**src/rrss_pkg.sv**
```systemverilog
package rrss_pkg;

  // Default table depth; the top level hands it down as a parameter.
  localparam int MAX_SUBFLOWS_DEFAULT = 8;

  localparam int WIN_W = 32;
  localparam int SEQ_W = 32;
  localparam int LEN_W = 16;
  localparam int IDX_W = 3;
  localparam int ACTIVE_W = 4;

  localparam logic [ACTIVE_W-1:0] ACTIVE_RESET = 4'd1;
  localparam logic [LEN_W-1:0] SEGMENT_RESET = 16'd1460;

  // Register select, taken from bit 2 of the byte address.
  localparam logic REG_ACTIVE = 1'b0;
  localparam logic REG_SEGMENT = 1'b1;

  // Input word kinds, carried on in_tuser.
  localparam logic KIND_UPDATE = 1'b0;
  localparam logic KIND_REQUEST = 1'b1;

  typedef struct packed {
    logic granted;
    logic [IDX_W-1:0] chosen;
    logic [SEQ_W-1:0] seq;
    logic [LEN_W-1:0] len;
  } result_t;

  typedef struct packed {
    logic idle;
    logic scan;
    logic finish;
  } sched_stat_t;

endpackage

```
**src/rrss_win_mem.sv**
```systemverilog
module rrss_win_mem #(
  parameter int DEPTH = rrss_pkg::MAX_SUBFLOWS_DEFAULT,
  parameter int AW = 3
) (
  input  logic                        clk,
  input  logic                        rst_n,
  input  logic                        wr_en,
  input  logic [AW-1:0]               wr_addr,
  input  logic [rrss_pkg::WIN_W-1:0]  wr_data,
  input  logic                        rd_en,
  input  logic [AW-1:0]               rd_addr,
  output logic [rrss_pkg::WIN_W-1:0]  rd_data
);

  logic [rrss_pkg::WIN_W-1:0] mem [DEPTH];
  logic [DEPTH-1:0] vld_r;
  logic [rrss_pkg::WIN_W-1:0] rd_data_r;

  always_ff @(posedge clk) begin
    if (wr_en) begin
      mem[wr_addr] <= wr_data;
    end
  end

  // An entry never written reads as an empty window.
  always_ff @(posedge clk) begin
    if (!rst_n) begin
      vld_r <= '0;
    end else if (wr_en) begin
      vld_r[wr_addr] <= 1'b1;
    end
  end

  always_ff @(posedge clk) begin
    if (rd_en) begin
      rd_data_r <= vld_r[rd_addr] ? mem[rd_addr] : '0;
    end
  end

  assign rd_data = rd_data_r;

endmodule

```
**src/rrss_sched.sv**
```systemverilog
module rrss_sched #(
  parameter int MAX_SUBFLOWS = rrss_pkg::MAX_SUBFLOWS_DEFAULT,
  parameter int AW = 3
) (
  input  logic                           clk,
  input  logic                           rst_n,
  input  logic                           in_valid,
  output logic                           in_ready,
  input  logic                           in_kind,
  input  logic [rrss_pkg::IDX_W-1:0]     in_index,
  input  logic [rrss_pkg::WIN_W-1:0]     in_window,
  input  logic [rrss_pkg::SEQ_W-1:0]     in_seq,
  input  logic [rrss_pkg::WIN_W-1:0]     in_pending,
  input  logic [rrss_pkg::WIN_W-1:0]     in_meta,
  input  logic [rrss_pkg::ACTIVE_W-1:0]  active,
  input  logic [rrss_pkg::LEN_W-1:0]     segment,
  output logic                           wr_en,
  output logic [AW-1:0]                  wr_addr,
  output logic [rrss_pkg::WIN_W-1:0]     wr_data,
  output logic                           rd_en,
  output logic [AW-1:0]                  rd_addr,
  input  logic [rrss_pkg::WIN_W-1:0]     rd_data,
  output logic                           res_valid,
  input  logic                           res_ready,
  output rrss_pkg::result_t              res,
  output rrss_pkg::sched_stat_t          stat
);

  localparam int CW = (AW > rrss_pkg::ACTIVE_W) ? AW : rrss_pkg::ACTIVE_W;
  localparam int EW = (AW > rrss_pkg::IDX_W) ? AW : rrss_pkg::IDX_W;
  localparam int LW0 = $clog2(MAX_SUBFLOWS + 1);
  localparam int KW = (LW0 > rrss_pkg::ACTIVE_W) ? LW0 : rrss_pkg::ACTIVE_W;
  localparam int IKW = (LW0 > rrss_pkg::IDX_W) ? LW0 : rrss_pkg::IDX_W;

  typedef enum logic [3:0] {
    S_IDLE   = 4'b0001,
    S_REDUCE = 4'b0010,
    S_SCAN   = 4'b0100,
    S_FINISH = 4'b1000
  } state_t;

  state_t state_r, state_nxt;
  logic [AW-1:0] ptr_r, ptr_nxt;
  logic [rrss_pkg::ACTIVE_W-1:0] cnt_r, cnt_nxt;
  logic [rrss_pkg::SEQ_W-1:0] seq_r, seq_nxt;
  logic [rrss_pkg::WIN_W-1:0] meta_r, meta_nxt;
  logic [rrss_pkg::LEN_W-1:0] cap_r, cap_nxt;
  rrss_pkg::result_t res_r, res_nxt;

  logic [rrss_pkg::ACTIVE_W-1:0] count_n;
  logic [CW-1:0] ptr_ext, n_ext, ptr_inc;
  logic [AW-1:0] ptr_step;
  logic [EW-1:0] ptr_wide;
  logic [IKW-1:0] idx_ext;
  logic idx_ok;

  // Rotation size: zero counts as one, anything above the table as the table.
  always_comb begin
    priority if (active == '0) begin
      count_n = rrss_pkg::ACTIVE_W'(1);
    end else if (KW'(active) > KW'(MAX_SUBFLOWS)) begin
      count_n = rrss_pkg::ACTIVE_W'(MAX_SUBFLOWS);
    end else begin
      count_n = active;
    end
  end

  assign ptr_ext = CW'(ptr_r);
  assign n_ext = CW'(count_n);
  assign ptr_inc = ptr_ext + CW'(1);
  assign ptr_step = (ptr_inc == n_ext) ? '0 : ptr_inc[AW-1:0];
  assign ptr_wide = EW'(ptr_r);

  assign idx_ext = IKW'(in_index);
  assign idx_ok = idx_ext < IKW'(MAX_SUBFLOWS);

  assign in_ready = (state_r == S_IDLE);
  assign wr_en = in_valid && in_ready && (in_kind == rrss_pkg::KIND_UPDATE) && idx_ok;
  assign wr_addr = idx_ext[AW-1:0];
  assign wr_data = in_window;

  always_comb begin
    state_nxt = state_r;
    ptr_nxt = ptr_r;
    cnt_nxt = cnt_r;
    seq_nxt = seq_r;
    meta_nxt = meta_r;
    cap_nxt = cap_r;
    res_nxt = res_r;
    rd_en = 1'b0;
    rd_addr = ptr_step;

    unique case (state_r)
      S_IDLE: begin
        if (in_valid && (in_kind == rrss_pkg::KIND_REQUEST)) begin
          seq_nxt = in_seq;
          meta_nxt = in_meta;
          cnt_nxt = count_n;
          cap_nxt = (in_pending < rrss_pkg::WIN_W'(segment)) ?
                    in_pending[rrss_pkg::LEN_W-1:0] : segment;
          if ((in_pending == '0) || (in_meta == '0)) begin
            res_nxt = '0;
            state_nxt = S_FINISH;
          end else begin
            state_nxt = S_REDUCE;
          end
        end
      end
      S_REDUCE: begin
        // Fold the connection window into the length cap.
        if (meta_r < rrss_pkg::WIN_W'(cap_r)) begin
          cap_nxt = meta_r[rrss_pkg::LEN_W-1:0];
        end
        // Bring the pointer below the rotation size, then take the first step.
        if (ptr_ext >= n_ext) begin
          ptr_nxt = AW'(ptr_ext - n_ext);
        end else begin
          ptr_nxt = ptr_step;
          rd_en = 1'b1;
          state_nxt = S_SCAN;
        end
      end
      S_SCAN: begin
        if (rd_data != '0) begin
          res_nxt.granted = 1'b1;
          res_nxt.chosen = ptr_wide[rrss_pkg::IDX_W-1:0];
          res_nxt.seq = seq_r;
          res_nxt.len = (rd_data < rrss_pkg::WIN_W'(cap_r)) ?
                        rd_data[rrss_pkg::LEN_W-1:0] : cap_r;
          state_nxt = S_FINISH;
        end else if (cnt_r == rrss_pkg::ACTIVE_W'(1)) begin
          res_nxt = '0;
          state_nxt = S_FINISH;
        end else begin
          cnt_nxt = cnt_r - rrss_pkg::ACTIVE_W'(1);
          ptr_nxt = ptr_step;
          rd_en = 1'b1;
        end
      end
      S_FINISH: begin
        if (res_ready) begin
          state_nxt = S_IDLE;
        end
      end
      default: begin
        state_nxt = S_IDLE;
      end
    endcase
  end

  always_ff @(posedge clk) begin
    if (!rst_n) begin
      state_r <= S_IDLE;
      ptr_r <= '0;
      cnt_r <= '0;
    end else begin
      state_r <= state_nxt;
      ptr_r <= ptr_nxt;
      cnt_r <= cnt_nxt;
    end
  end

  always_ff @(posedge clk) begin
    seq_r <= seq_nxt;
    meta_r <= meta_nxt;
    cap_r <= cap_nxt;
    res_r <= res_nxt;
  end

  assign res_valid = (state_r == S_FINISH);
  assign res = res_r;
  assign stat.idle = (state_r == S_IDLE);
  assign stat.scan = (state_r == S_SCAN);
  assign stat.finish = (state_r == S_FINISH);

endmodule

```
**src/round_robin_subflow_scheduler.sv**
```systemverilog
// Round-robin subflow scheduler. The block holds one free send window per
// subflow in a small table memory and a pointer to the subflow used last.
// A window update word (in_tuser low) writes one table entry and gives no
// result. A mapping request word (in_tuser high) gives exactly one result
// word: when the pending byte count or the connection window is zero it
// answers at once with an all-zero, not-granted word. Otherwise it tries
// the active subflows one per cycle, starting after the last used one and
// wrapping, and grants the first one with a nonzero window; the length is
// the smallest of that window, the connection window, the pending bytes and
// the segment size. The pointer moves on each subflow tried, so a search
// that finds nothing leaves it at its starting value taken modulo the active
// count. After the active count has been lowered below the pointer, the
// first request that searches subtracts the count from the pointer until it
// is below it before the search starts. A finished result sits in an output
// register, so the next word is taken while it waits. Configuration is to be
// written by the user only while the block is idle; the block itself does
// not enforce this.
module round_robin_subflow_scheduler #(
  parameter int MAX_SUBFLOWS = rrss_pkg::MAX_SUBFLOWS_DEFAULT
) (
  input  logic          clk,
  input  logic          rst_n,
  // Input stream.
  input  logic          in_tvalid,
  output logic          in_tready,
  // tdata, from bit 0: subflow_index[2:0], subflow_window[34:3],
  // next_seq[66:35], pending_bytes[98:67], meta_window[130:99], zero pad.
  input  logic [135:0]  in_tdata,
  // tuser: kind (0 = window update, 1 = mapping request).
  input  logic          in_tuser,
  // Result stream.
  output logic          out_tvalid,
  input  logic          out_tready,
  // tdata, from bit 0: chosen_subflow[2:0], data_seq[34:3],
  // map_length[50:35], zero pad.
  output logic [55:0]   out_tdata,
  // tuser: granted.
  output logic          out_tuser,
  // Configuration port.
  input  logic          cfg_psel,
  input  logic          cfg_penable,
  input  logic          cfg_pwrite,
  input  logic [2:0]    cfg_paddr,
  input  logic [31:0]   cfg_pwdata,
  output logic [31:0]   cfg_prdata,
  output logic          cfg_pready
);

  localparam int AW = (MAX_SUBFLOWS > 1) ? $clog2(MAX_SUBFLOWS) : 1;

  // Configuration registers.
  logic [rrss_pkg::ACTIVE_W-1:0] active_r, active_nxt;
  logic [rrss_pkg::LEN_W-1:0] segment_r, segment_nxt;
  logic cfg_wr;

  assign cfg_pready = 1'b1;
  assign cfg_wr = cfg_psel && cfg_penable && cfg_pwrite && cfg_pready;

  always_comb begin
    active_nxt = active_r;
    segment_nxt = segment_r;
    if (cfg_wr) begin
      unique case (cfg_paddr[2])
        rrss_pkg::REG_ACTIVE:  active_nxt = cfg_pwdata[rrss_pkg::ACTIVE_W-1:0];
        rrss_pkg::REG_SEGMENT: segment_nxt = cfg_pwdata[rrss_pkg::LEN_W-1:0];
        default: begin
        end
      endcase
    end
  end

  always_comb begin
    unique case (cfg_paddr[2])
      rrss_pkg::REG_ACTIVE:  cfg_prdata = 32'(active_r);
      rrss_pkg::REG_SEGMENT: cfg_prdata = 32'(segment_r);
      default:               cfg_prdata = '0;
    endcase
  end

  always_ff @(posedge clk) begin
    if (!rst_n) begin
      active_r <= rrss_pkg::ACTIVE_RESET;
      segment_r <= rrss_pkg::SEGMENT_RESET;
    end else begin
      active_r <= active_nxt;
      segment_r <= segment_nxt;
    end
  end

  // Scheduler and window table.
  logic wr_en, rd_en;
  logic [AW-1:0] wr_addr, rd_addr;
  logic [rrss_pkg::WIN_W-1:0] wr_data, rd_data;
  logic res_valid, res_ready;
  rrss_pkg::result_t res;
  rrss_pkg::sched_stat_t stat;

  rrss_win_mem #(
    .DEPTH (MAX_SUBFLOWS),
    .AW    (AW)
  ) u_win_mem (
    .clk     (clk),
    .rst_n   (rst_n),
    .wr_en   (wr_en),
    .wr_addr (wr_addr),
    .wr_data (wr_data),
    .rd_en   (rd_en),
    .rd_addr (rd_addr),
    .rd_data (rd_data)
  );

  rrss_sched #(
    .MAX_SUBFLOWS (MAX_SUBFLOWS),
    .AW           (AW)
  ) u_sched (
    .clk        (clk),
    .rst_n      (rst_n),
    .in_valid   (in_tvalid),
    .in_ready   (in_tready),
    .in_kind    (in_tuser),
    .in_index   (in_tdata[2:0]),
    .in_window  (in_tdata[34:3]),
    .in_seq     (in_tdata[66:35]),
    .in_pending (in_tdata[98:67]),
    .in_meta    (in_tdata[130:99]),
    .active     (active_r),
    .segment    (segment_r),
    .wr_en      (wr_en),
    .wr_addr    (wr_addr),
    .wr_data    (wr_data),
    .rd_en      (rd_en),
    .rd_addr    (rd_addr),
    .rd_data    (rd_data),
    .res_valid  (res_valid),
    .res_ready  (res_ready),
    .res        (res),
    .stat       (stat)
  );

  // Output register: the scheduler hands over a result whenever the slot is
  // empty or being emptied in this cycle.
  logic out_valid_r, out_valid_nxt;
  rrss_pkg::result_t out_res_r, out_res_nxt;

  assign res_ready = !out_valid_r || out_tready;

  always_comb begin
    out_valid_nxt = out_valid_r;
    out_res_nxt = out_res_r;
    if (res_ready) begin
      out_valid_nxt = res_valid;
      if (res_valid) begin
        out_res_nxt = res;
      end
    end
  end

  always_ff @(posedge clk) begin
    if (!rst_n) begin
      out_valid_r <= 1'b0;
    end else begin
      out_valid_r <= out_valid_nxt;
    end
  end

  always_ff @(posedge clk) begin
    out_res_r <= out_res_nxt;
  end

  assign out_tvalid = out_valid_r;
  assign out_tuser = out_res_r.granted;
  assign out_tdata = {5'b0, out_res_r.len, out_res_r.seq, out_res_r.chosen};

  // A result that grants nothing carries no subflow, sequence or length.
  a_no_grant_zero: assert property (@(posedge clk) disable iff (!rst_n)
    out_tvalid && !out_tuser |-> out_tdata == '0)
    else $error("not-granted result carries nonzero fields");

  // A request with nothing to send skips the search and answers next cycle.
  a_trivial_finish: assert property (@(posedge clk) disable iff (!rst_n)
    in_tvalid && in_tready && (in_tuser == rrss_pkg::KIND_REQUEST) &&
    ((in_tdata[98:67] == '0) || (in_tdata[130:99] == '0)) |=> stat.finish)
    else $error("trivial request did not finish at once");

  // The table is never written while a search is reading it.
  a_no_write_in_scan: assert property (@(posedge clk) disable iff (!rst_n)
    stat.scan |-> !wr_en)
    else $error("window write during search");

  // A new result is only handed over when the output slot can take it.
  a_handover: assert property (@(posedge clk) disable iff (!rst_n)
    res_valid && res_ready |=> out_tvalid && !stat.finish)
    else $error("result handover lost");

endmodule

```
**config.mk**
```make
export PLATFORM = sky130hd
export DESIGN_NAME = round_robin_subflow_scheduler
export DESIGN_NICKNAME = d
export VERILOG_FILES = /design/src/rrss_pkg.sv /design/src/rrss_win_mem.sv /design/src/rrss_sched.sv /design/src/round_robin_subflow_scheduler.sv
export SDC_FILE = /design/constraint.sdc
export NUM_CORES = 1
export LEC_CHECK = 0
export BUFFER_PORTS_ARGS = -buffer_cell sky130_fd_sc_hd__buf_2
export CORE_MARGIN = 2
export CORE_UTILIZATION = 55
export CTS_CLUSTER_SIZE = 30
export DETAILED_ROUTE_END_ITERATION = 16
export PLACE_DENSITY = 0.84
export SLEW_MARGIN = 15
export SYNTH_ARGS = -nofsm -noshare
export SYNTH_HDL_FRONTEND = slang
export SYNTH_HIERARCHICAL = 1
export SYNTH_SLANG_ARGS = --single-unit
```
**constraint.sdc**
```tcl
create_clock -name clk -period 7.8 [get_ports clk]
set_clock_uncertainty 0.2 [all_clocks]
set_input_delay 0.39 -clock clk [delete_from_list [all_inputs] [get_ports clk]]
set_output_delay 0.39 -clock clk [all_outputs]
set_load 0.05 [all_outputs]
```
==> impl_results.md, run 1 <==
* 1st-iter DRT viols at 841
* Worst hold-check path type: in -> reg
* Largest net degree at the start of global routing at 69
* Vias/cell at about 5.6
* Tcrit/Tclk final at 59.8%
* Port Buffers at between 200 and 250
* Worst slew pin tran at 1.13 ns
* Worst-Skew Late Latency at 0.60 ns
* Max-cap check violation count at 0
* Initial Util at 56.0%
* Area growth syn-to-layout at 19.9%
* Final worst slack at 3.13 ns
* Minimum clock period at 4.67 ns
* # clock sinks at 512
* Critical Path Source Type: flip-flop
* Die H at around 200 µm
* TNS Setup at 0 ns
* Fmax at 0.214 GHz
* Site row count at 71
* Ports at around 270
* Cell area after synthesis at 0.0211 mm²
* GPL Wtd Cong at 0.909
* Pre-Repair DR Iteration Count at 5
* Die area at 0.0400 mm²
* Total track usage at about a quarter
* Vias at 11900
* Vias in the first global route at 12700
* Worst endpoint data arrival time at 4.75 ns
* Synth warn at 6
* Core area at 0.0378 mm²
* Post-Syn Instances at 1256
* # DRC at 0
* Final HPWL DP at 26900 µm
* CTS tree: built
* Final wirelength at 46900 µm
* Resized cells post-CTS at 0
* Synthesized area per cell at 16.8 µm²
* Run status: completed
* Die Width at 200 µm
* Clock slew at reported path FFs at 0.07 ns
* RSZ-0062 raised after global routing: false
* Nets at 1816
* Pre-CTS WS at 3.21 ns
* Antenna Nets Post-Route at 0
* Final slew viol count at 0
* Final setup violation count at 0
* Final Hold Viols at 0
* Headroom to the max-slew limit at a little under a quarter
* Root buffer cell: clkbuf_16
* Layout cell share with drive strength beyond 1 at 25.7%
* Initial antenna violation count at 5
* Crit path max fanout at 34
* Power Density at around 250 mW/mm²
* First-pass GRT wire length at 70300 µm
* Worst EP required at 7.89 ns
* CTS HTree Levels at 2
* Wirelength per Cell at ~22 µm
* CTS Buf Count at 50
* Kind of critical path: reg -> reg
* Clock Path Buffers at 3
* Worst VDD drop at 0.252 mV
* GRT Residual Overflow at 0
* Worst setup EP type: flip-flop
* Leakage at 9.27 nW
[path summary, 6_finish.rpt]
| path | from | to | slack (ns) | cells after the start |
|---|---|---|---|---|
| setup / recovery | u_sched/ptr_r[0] | u_win_mem/rd_data[11] | 3.13 | 10 |
| hold / removal | in_tdata[74] | u_sched/cap_r[7] | 0.04 | 3 |
| hold reg to reg | u_sched/res[13] | out_tdata[48] | 0.21 | 0 |
| setup reg to reg | u_sched/ptr_r[0] | u_win_mem/rd_data[11] | 3.13 | 10 |
[area by class of cell]
type                    instances  area [µm²]
diodes                          3        7.51
well taps                     511         639
fillers                      2407       12400
repair buffers                359        2420
inverters                      43         161
multi-input cells             619        5390
clock inverters                34         463
clock buffers                  60        1300
flip-flops and latches        512       15000
[per-stage QoR]
| stage | util (%) | area [µm²] | cells | hold WS [ns] | power [W] |
|---|---|---|---|---|---|
| final | 67.2 | 25400 | 2141 | 0.0363 | 0.00644 |
| after global routing | 67.2 | 25400 | 2140 | 0.0553 | 0.00664 |
| after CTS | 67.1 | 25300 | 2138 | 0.00566 | 0.00647 |
| after detailed placement | 59.4 | 22400 | 1928 | 0.205 | 0.00388 |
| after global placement | 59.4 | 22400 | 1928 | 0.201 | 0.00385 |
| after floorplan | - | 21200 | 1276 | 0.200 | 0.00373 |
[repair_timing]
| item | CTS | global route |
|---|---|---|
| hold buffers | 116 | 0 |
| setup buffers | 0 | 0 |
| endpoints found under the hold margin | 343 | 0 |
[flip-flops by register name, indices dropped and copies added (netlist names)]
| name | count |
|---|---|
| u_win_mem/mem | 256 |
| u_sched/res | 52 |
| out_tdata | 51 |
| u_sched/meta_r | 32 |
| u_sched/seq_r | 32 |
| u_win_mem/rd_data | 32 |
| segment_r | 16 |
| u_sched/cap_r | 16 |
| u_win_mem/vld_r | 8 |
| active_r | 4 |
| u_sched/cnt_r | 4 |
| u_sched/state_r | 4 |
| u_sched/ptr_r | 3 |
| out_tuser | 1 |
| out_tvalid | 1 |
[layout by cell type (no fill, tap or decap), types with 4 or more instances in the layout]
cell type      count
edfxtp_1         472
nand2_1           86
nand3_1            8
mux2_2             4
a21o_1             6
nor2_1            47
nand2b_1          12
a21oi_1           14
buf_4             18
conb_1            22
o21ai_0           19
bufinv_16         10
inv_1             43
mux2i_1           85
and2_1            49
nor2_2             6
clkinv_1           8
nor2b_1           16
buf_2            225
nand4_1           12
a211oi_1           6
clkinv_2          11
clkbuf_1           9
dlygate4sd3_1    116
nor3_1             5
dfxtp_1           40
clkbuf_16         50
nor4_1            28
o21a_1             8
o21ai_1           10
mux4_2            64
ha_1              51
[metal layers]
layer | track usage, % | part of all wire (%) | up-vias | wire length, µm
met3 | 5.38 | 7.0 | 111 | 3280
met1 | 28.0 | 38 | 5953 | 17900
met4 | 10.3 | 3.5 | 4 | 1620
li1 | - | - | 5390 | -
met2 | 41.6 | 51 | 469 | 24100
met5 | 0 | 0.058 | - | 27
[critical path: stages, from the launching register on]
cell and delay, ns:
dfxtp_1 0.52, ha_1 0.30, xor2_1 0.20, mux2i_1 0.09
o22a_1 0.20, nor3_1 0.86, nor2_4 0.02, buf_4 0.36
mux4_1 0.59, mux2i_4 0.81, nor2_1 0.18
[power by group]
group	total [W]	internal, W	switching (W)
sequential	0.00314	0.00310	0.0000467
clock	0.00257	0.00153	0.00104
combinational	0.000730	0.000334	0.000396
(Power assumes the default switching activity.)
==> inputs of run 2 (changes only) <==
- clock period: 7.8 -> 4.3 ns (I/O delays scaled with it)
==> run 2 against run 1 <==
  * Clock-buffer cell count decreased by 1
  * First-iteration DRC count increased by 1.4%
  * Setup slack got worse by 2.8 ns
  * Via count increased by 1.8%
  * Power increased by 77%
  * Register-to-register slack got worse by 2.8 ns
  * Worst hold slack improved by 0.056 ns
  * Core utilization increased by 0.76 points
  * Final area increased by 1.1%
  * Largest cell class unchanged
  * Largest power group unchanged
==> impl_results.md, run 2 (same netlist as run 1, synthesis figures left out) <==
* Headroom to the max-slew limit at 21.6% (-2.3 points)
* Worst endpoint data arrival time at 4.10 ns (-0.65 ns)
* Final Hold Viols at 0 (unchanged)
* Final wirelength at 47500 µm (+1.2%)
* Sw frac at 23.0% (+0.050 points)
* Core area at 0.0378 mm² (unchanged)
* Pre-CTS WS at 0.381 ns (-2.83 ns)
* Hold-critical path depth at 2 (-1)
* Commonest non-fill, non-tap cells in the layout: edfxtp_1 (472), buf_2 (225), dlygate4sd3_1 (149)
* Combinational share of power at 12.0% (+0.7 points)
* Largest reg by FF count: u_win_mem/mem
* # clock sinks at 512 (unchanged)
* Tot Pwr at 0.0114 W (+77%)
* Ports at 271 (unchanged)
* Initial antenna violation count at 3 (-2)
* Die H at 200 µm (unchanged)
* Internal at 0.00875 W (+77%)
* Worst R2R Path Depth at 10 (unchanged)
* Fill cell count at 2346 (-2.5%)
* 1st-iter DRT viols at 853 (+1.4%)
* Final worst slack at 0.337 ns (-2.80 ns)
* TNS Setup at 0 ns (unchanged)
* Commonest non-fill, non-tap cell in the layout: edfxtp_1
* Crit path max fanout at 62 (+82%)
* CTS Buf Count at 49 (-2.0%)
* First-pass GRT wire length at 71200 µm (+1.3%)
* Post-DP Area at 0.0225 mm² (+0.47%)
* CTS HTree Levels at 2 (unchanged)
* CTS tree: built
* Max reg flops at 256 (unchanged)
* Minimum clock period at 3.96 ns (-0.703 ns)
* Vias at 12100 (+1.8%)
* Fin area at 0.0256 mm² (+1.1%)
* RSZ-0062 raised after global routing: false
* Wirelength per Cell at 21.9 µm (-0.15%)
* Worst setup EP type: flip-flop
* Vias/cell at 5.59 (+0.40%)
* Clock Path Buffers at 3 (unchanged)
* Resized cells post-CTS at 0 (unchanged)
* Worst hold-check path type: in -> reg
* Clock power frac at 38.0% (-1.9 points)
* Nets at 1853 (+2.0%)
* Tcrit/Tclk final at 92.2% (+32 points)
* Fmax at 0.252 GHz (+18%)
* Worst slew pin tran at 1.17 ns (+0.0340 ns)
* Leakage at 9.39 nW (+1.3%)
* GPL Wtd Cong at 0.905 (-0.46%)
* Die area at 0.0400 mm² (unchanged)
* GRT Residual Overflow at 0 (unchanged)
* Site row count at 71 (unchanged)
* Max-cap check violation count at 0 (unchanged)
* Die Width at 200 µm (unchanged)
* Port Buffers at 225 (unchanged)
* Final slew viol count at 0 (unchanged)
* Vias in the first global route at 12400 (-2.1%)
* Worst VDD drop at 0.385 mV (+53%)
* Run status: completed
* Clock slew at reported path FFs at 0.06 ns (about the same)
* Worst-Skew Late Latency at 0.60 ns (about the same)
* Largest net degree at the start of global routing at 69 (unchanged)
* Layout cell share with drive strength beyond 1 at 25.2% (-0.53 points)
* Antenna Nets Post-Route at 0 (unchanged)
* Sequential share of power at 50.1% (+1.3 points)
* Total track usage at 24.2% (+0.52 points)
* Final HPWL DP at 26900 µm (+0.27%)
* Final setup violation count at 0 (unchanged)
* Pre-Repair DR Iteration Count at 5 (unchanged)
* Worst EP required at 4.44 ns (-3.45 ns)
* Kind of critical path: reg -> reg
* Critical Path Source Type: flip-flop
* Area growth syn-to-layout at 21.3%
* Multi-input gate area at 0.00541 mm² (+0.35%)
* Power Density at 444 mW/mm² (+75%)
* # DRC at 0 (unchanged)
* Initial Util at 56.0% (unchanged)
* Root buffer cell: clkbuf_16
* Switching Power at 0.00262 W (+77%)
* Seq. cell area at 0.0150 mm² (unchanged)
==> run 2: cell types whose count changed in the layout (fill, tap and decap cells not counted), moves of 2 or more <==
cell,change
dlygate4sd3_1,+33
buf_12,+4
bufinv_16,-4
clkinv_2,-4
clkinv_1,-2
inv_6,+2
nor3_2,-2
nor3_4,+2
==> run 2: repair_timing <==
item | 4_1_cts | 5_1_grt
hold buffers | 149 | 0
setup endpoints to repair | 0 | 0
buffers inserted | 0 | 0
hold endpoints to repair | 359 | 0
==> run 2: routing by layer <==
metal / vias to the layer above / track usage, % / part of all wire, %
li1: 5471 / - / -
met3: 94 / 4.79 / 7.2
met5: - / 0 / 0.027
met4: 2 / 8.75 / 2.9
met1: 6060 / 29.3 / 38
met2: 516 / 43.2 / 52
==> run 2: critical path: stages, from the launching register on <==
cell,delay (ns)
dfxtp_1,0.51
ha_1,0.28
xor2_1,0.19
mux2i_1,0.09
o22a_1,0.20
nor3_1,0.89
nor2_4,0.15
buf_12,0.31
mux4_2,0.50
mux2i_1,0.28
nor2_1,0.06
==> run 2: metrics by stage <==
step                cells  utilization (%)  hold WS (ns)
CTS                  2168             67.9        0.0534
finish               2171             67.9        0.0928
global placement     1933             59.7         0.194
detailed placement   1933             59.7         0.193
global route         2168             67.9         0.119
floorplan            1276                -         0.114
==> run 2: path summary, 6_finish.rpt <==
| check | from | to | slack [ns] |
|---|---|---|---|
| setup / recovery | u_sched/ptr_r[0] | u_win_mem/rd_data[15] | 0.34 |
| hold / removal | rst_n | u_sched/state_r[0] | 0.09 |
| setup reg to reg | u_sched/ptr_r[0] | u_win_mem/rd_data[15] | 0.34 |
| hold reg to reg | u_sched/res[25] | out_tdata[12] | 0.22 |
==> run 2: cell type report <==
cell class                      instances  area share [%]
Inverter                               43           0.629
Multi-Input combinational cell        619            21.1
Antenna cell                            3          0.0293
Clock buffer                           59            5.01
Sequential cell                       512            58.4
Tap cell                              511            2.49
Timing Repair Buffer                  397            11.1
Clock inverter                         27            1.27
==> run 2: power by group through the flow <==
| stage | registers (W) | logic, W | clock network [W] |
|---|---|---|---|
| 5_1_grt | 0.00571 | 0.00147 | 0.00458 |
| 3_3_place_gp | 0.00579 | 0.00120 | 0 |
| 6_report | 0.00570 | 0.00136 | 0.00432 |
| 2_1_floorplan | 0.00577 | 0.00101 | 0 |
| 4_1_cts | 0.00569 | 0.00136 | 0.00438 |
| 3_5_place_dp | 0.00579 | 0.00124 | 0 |
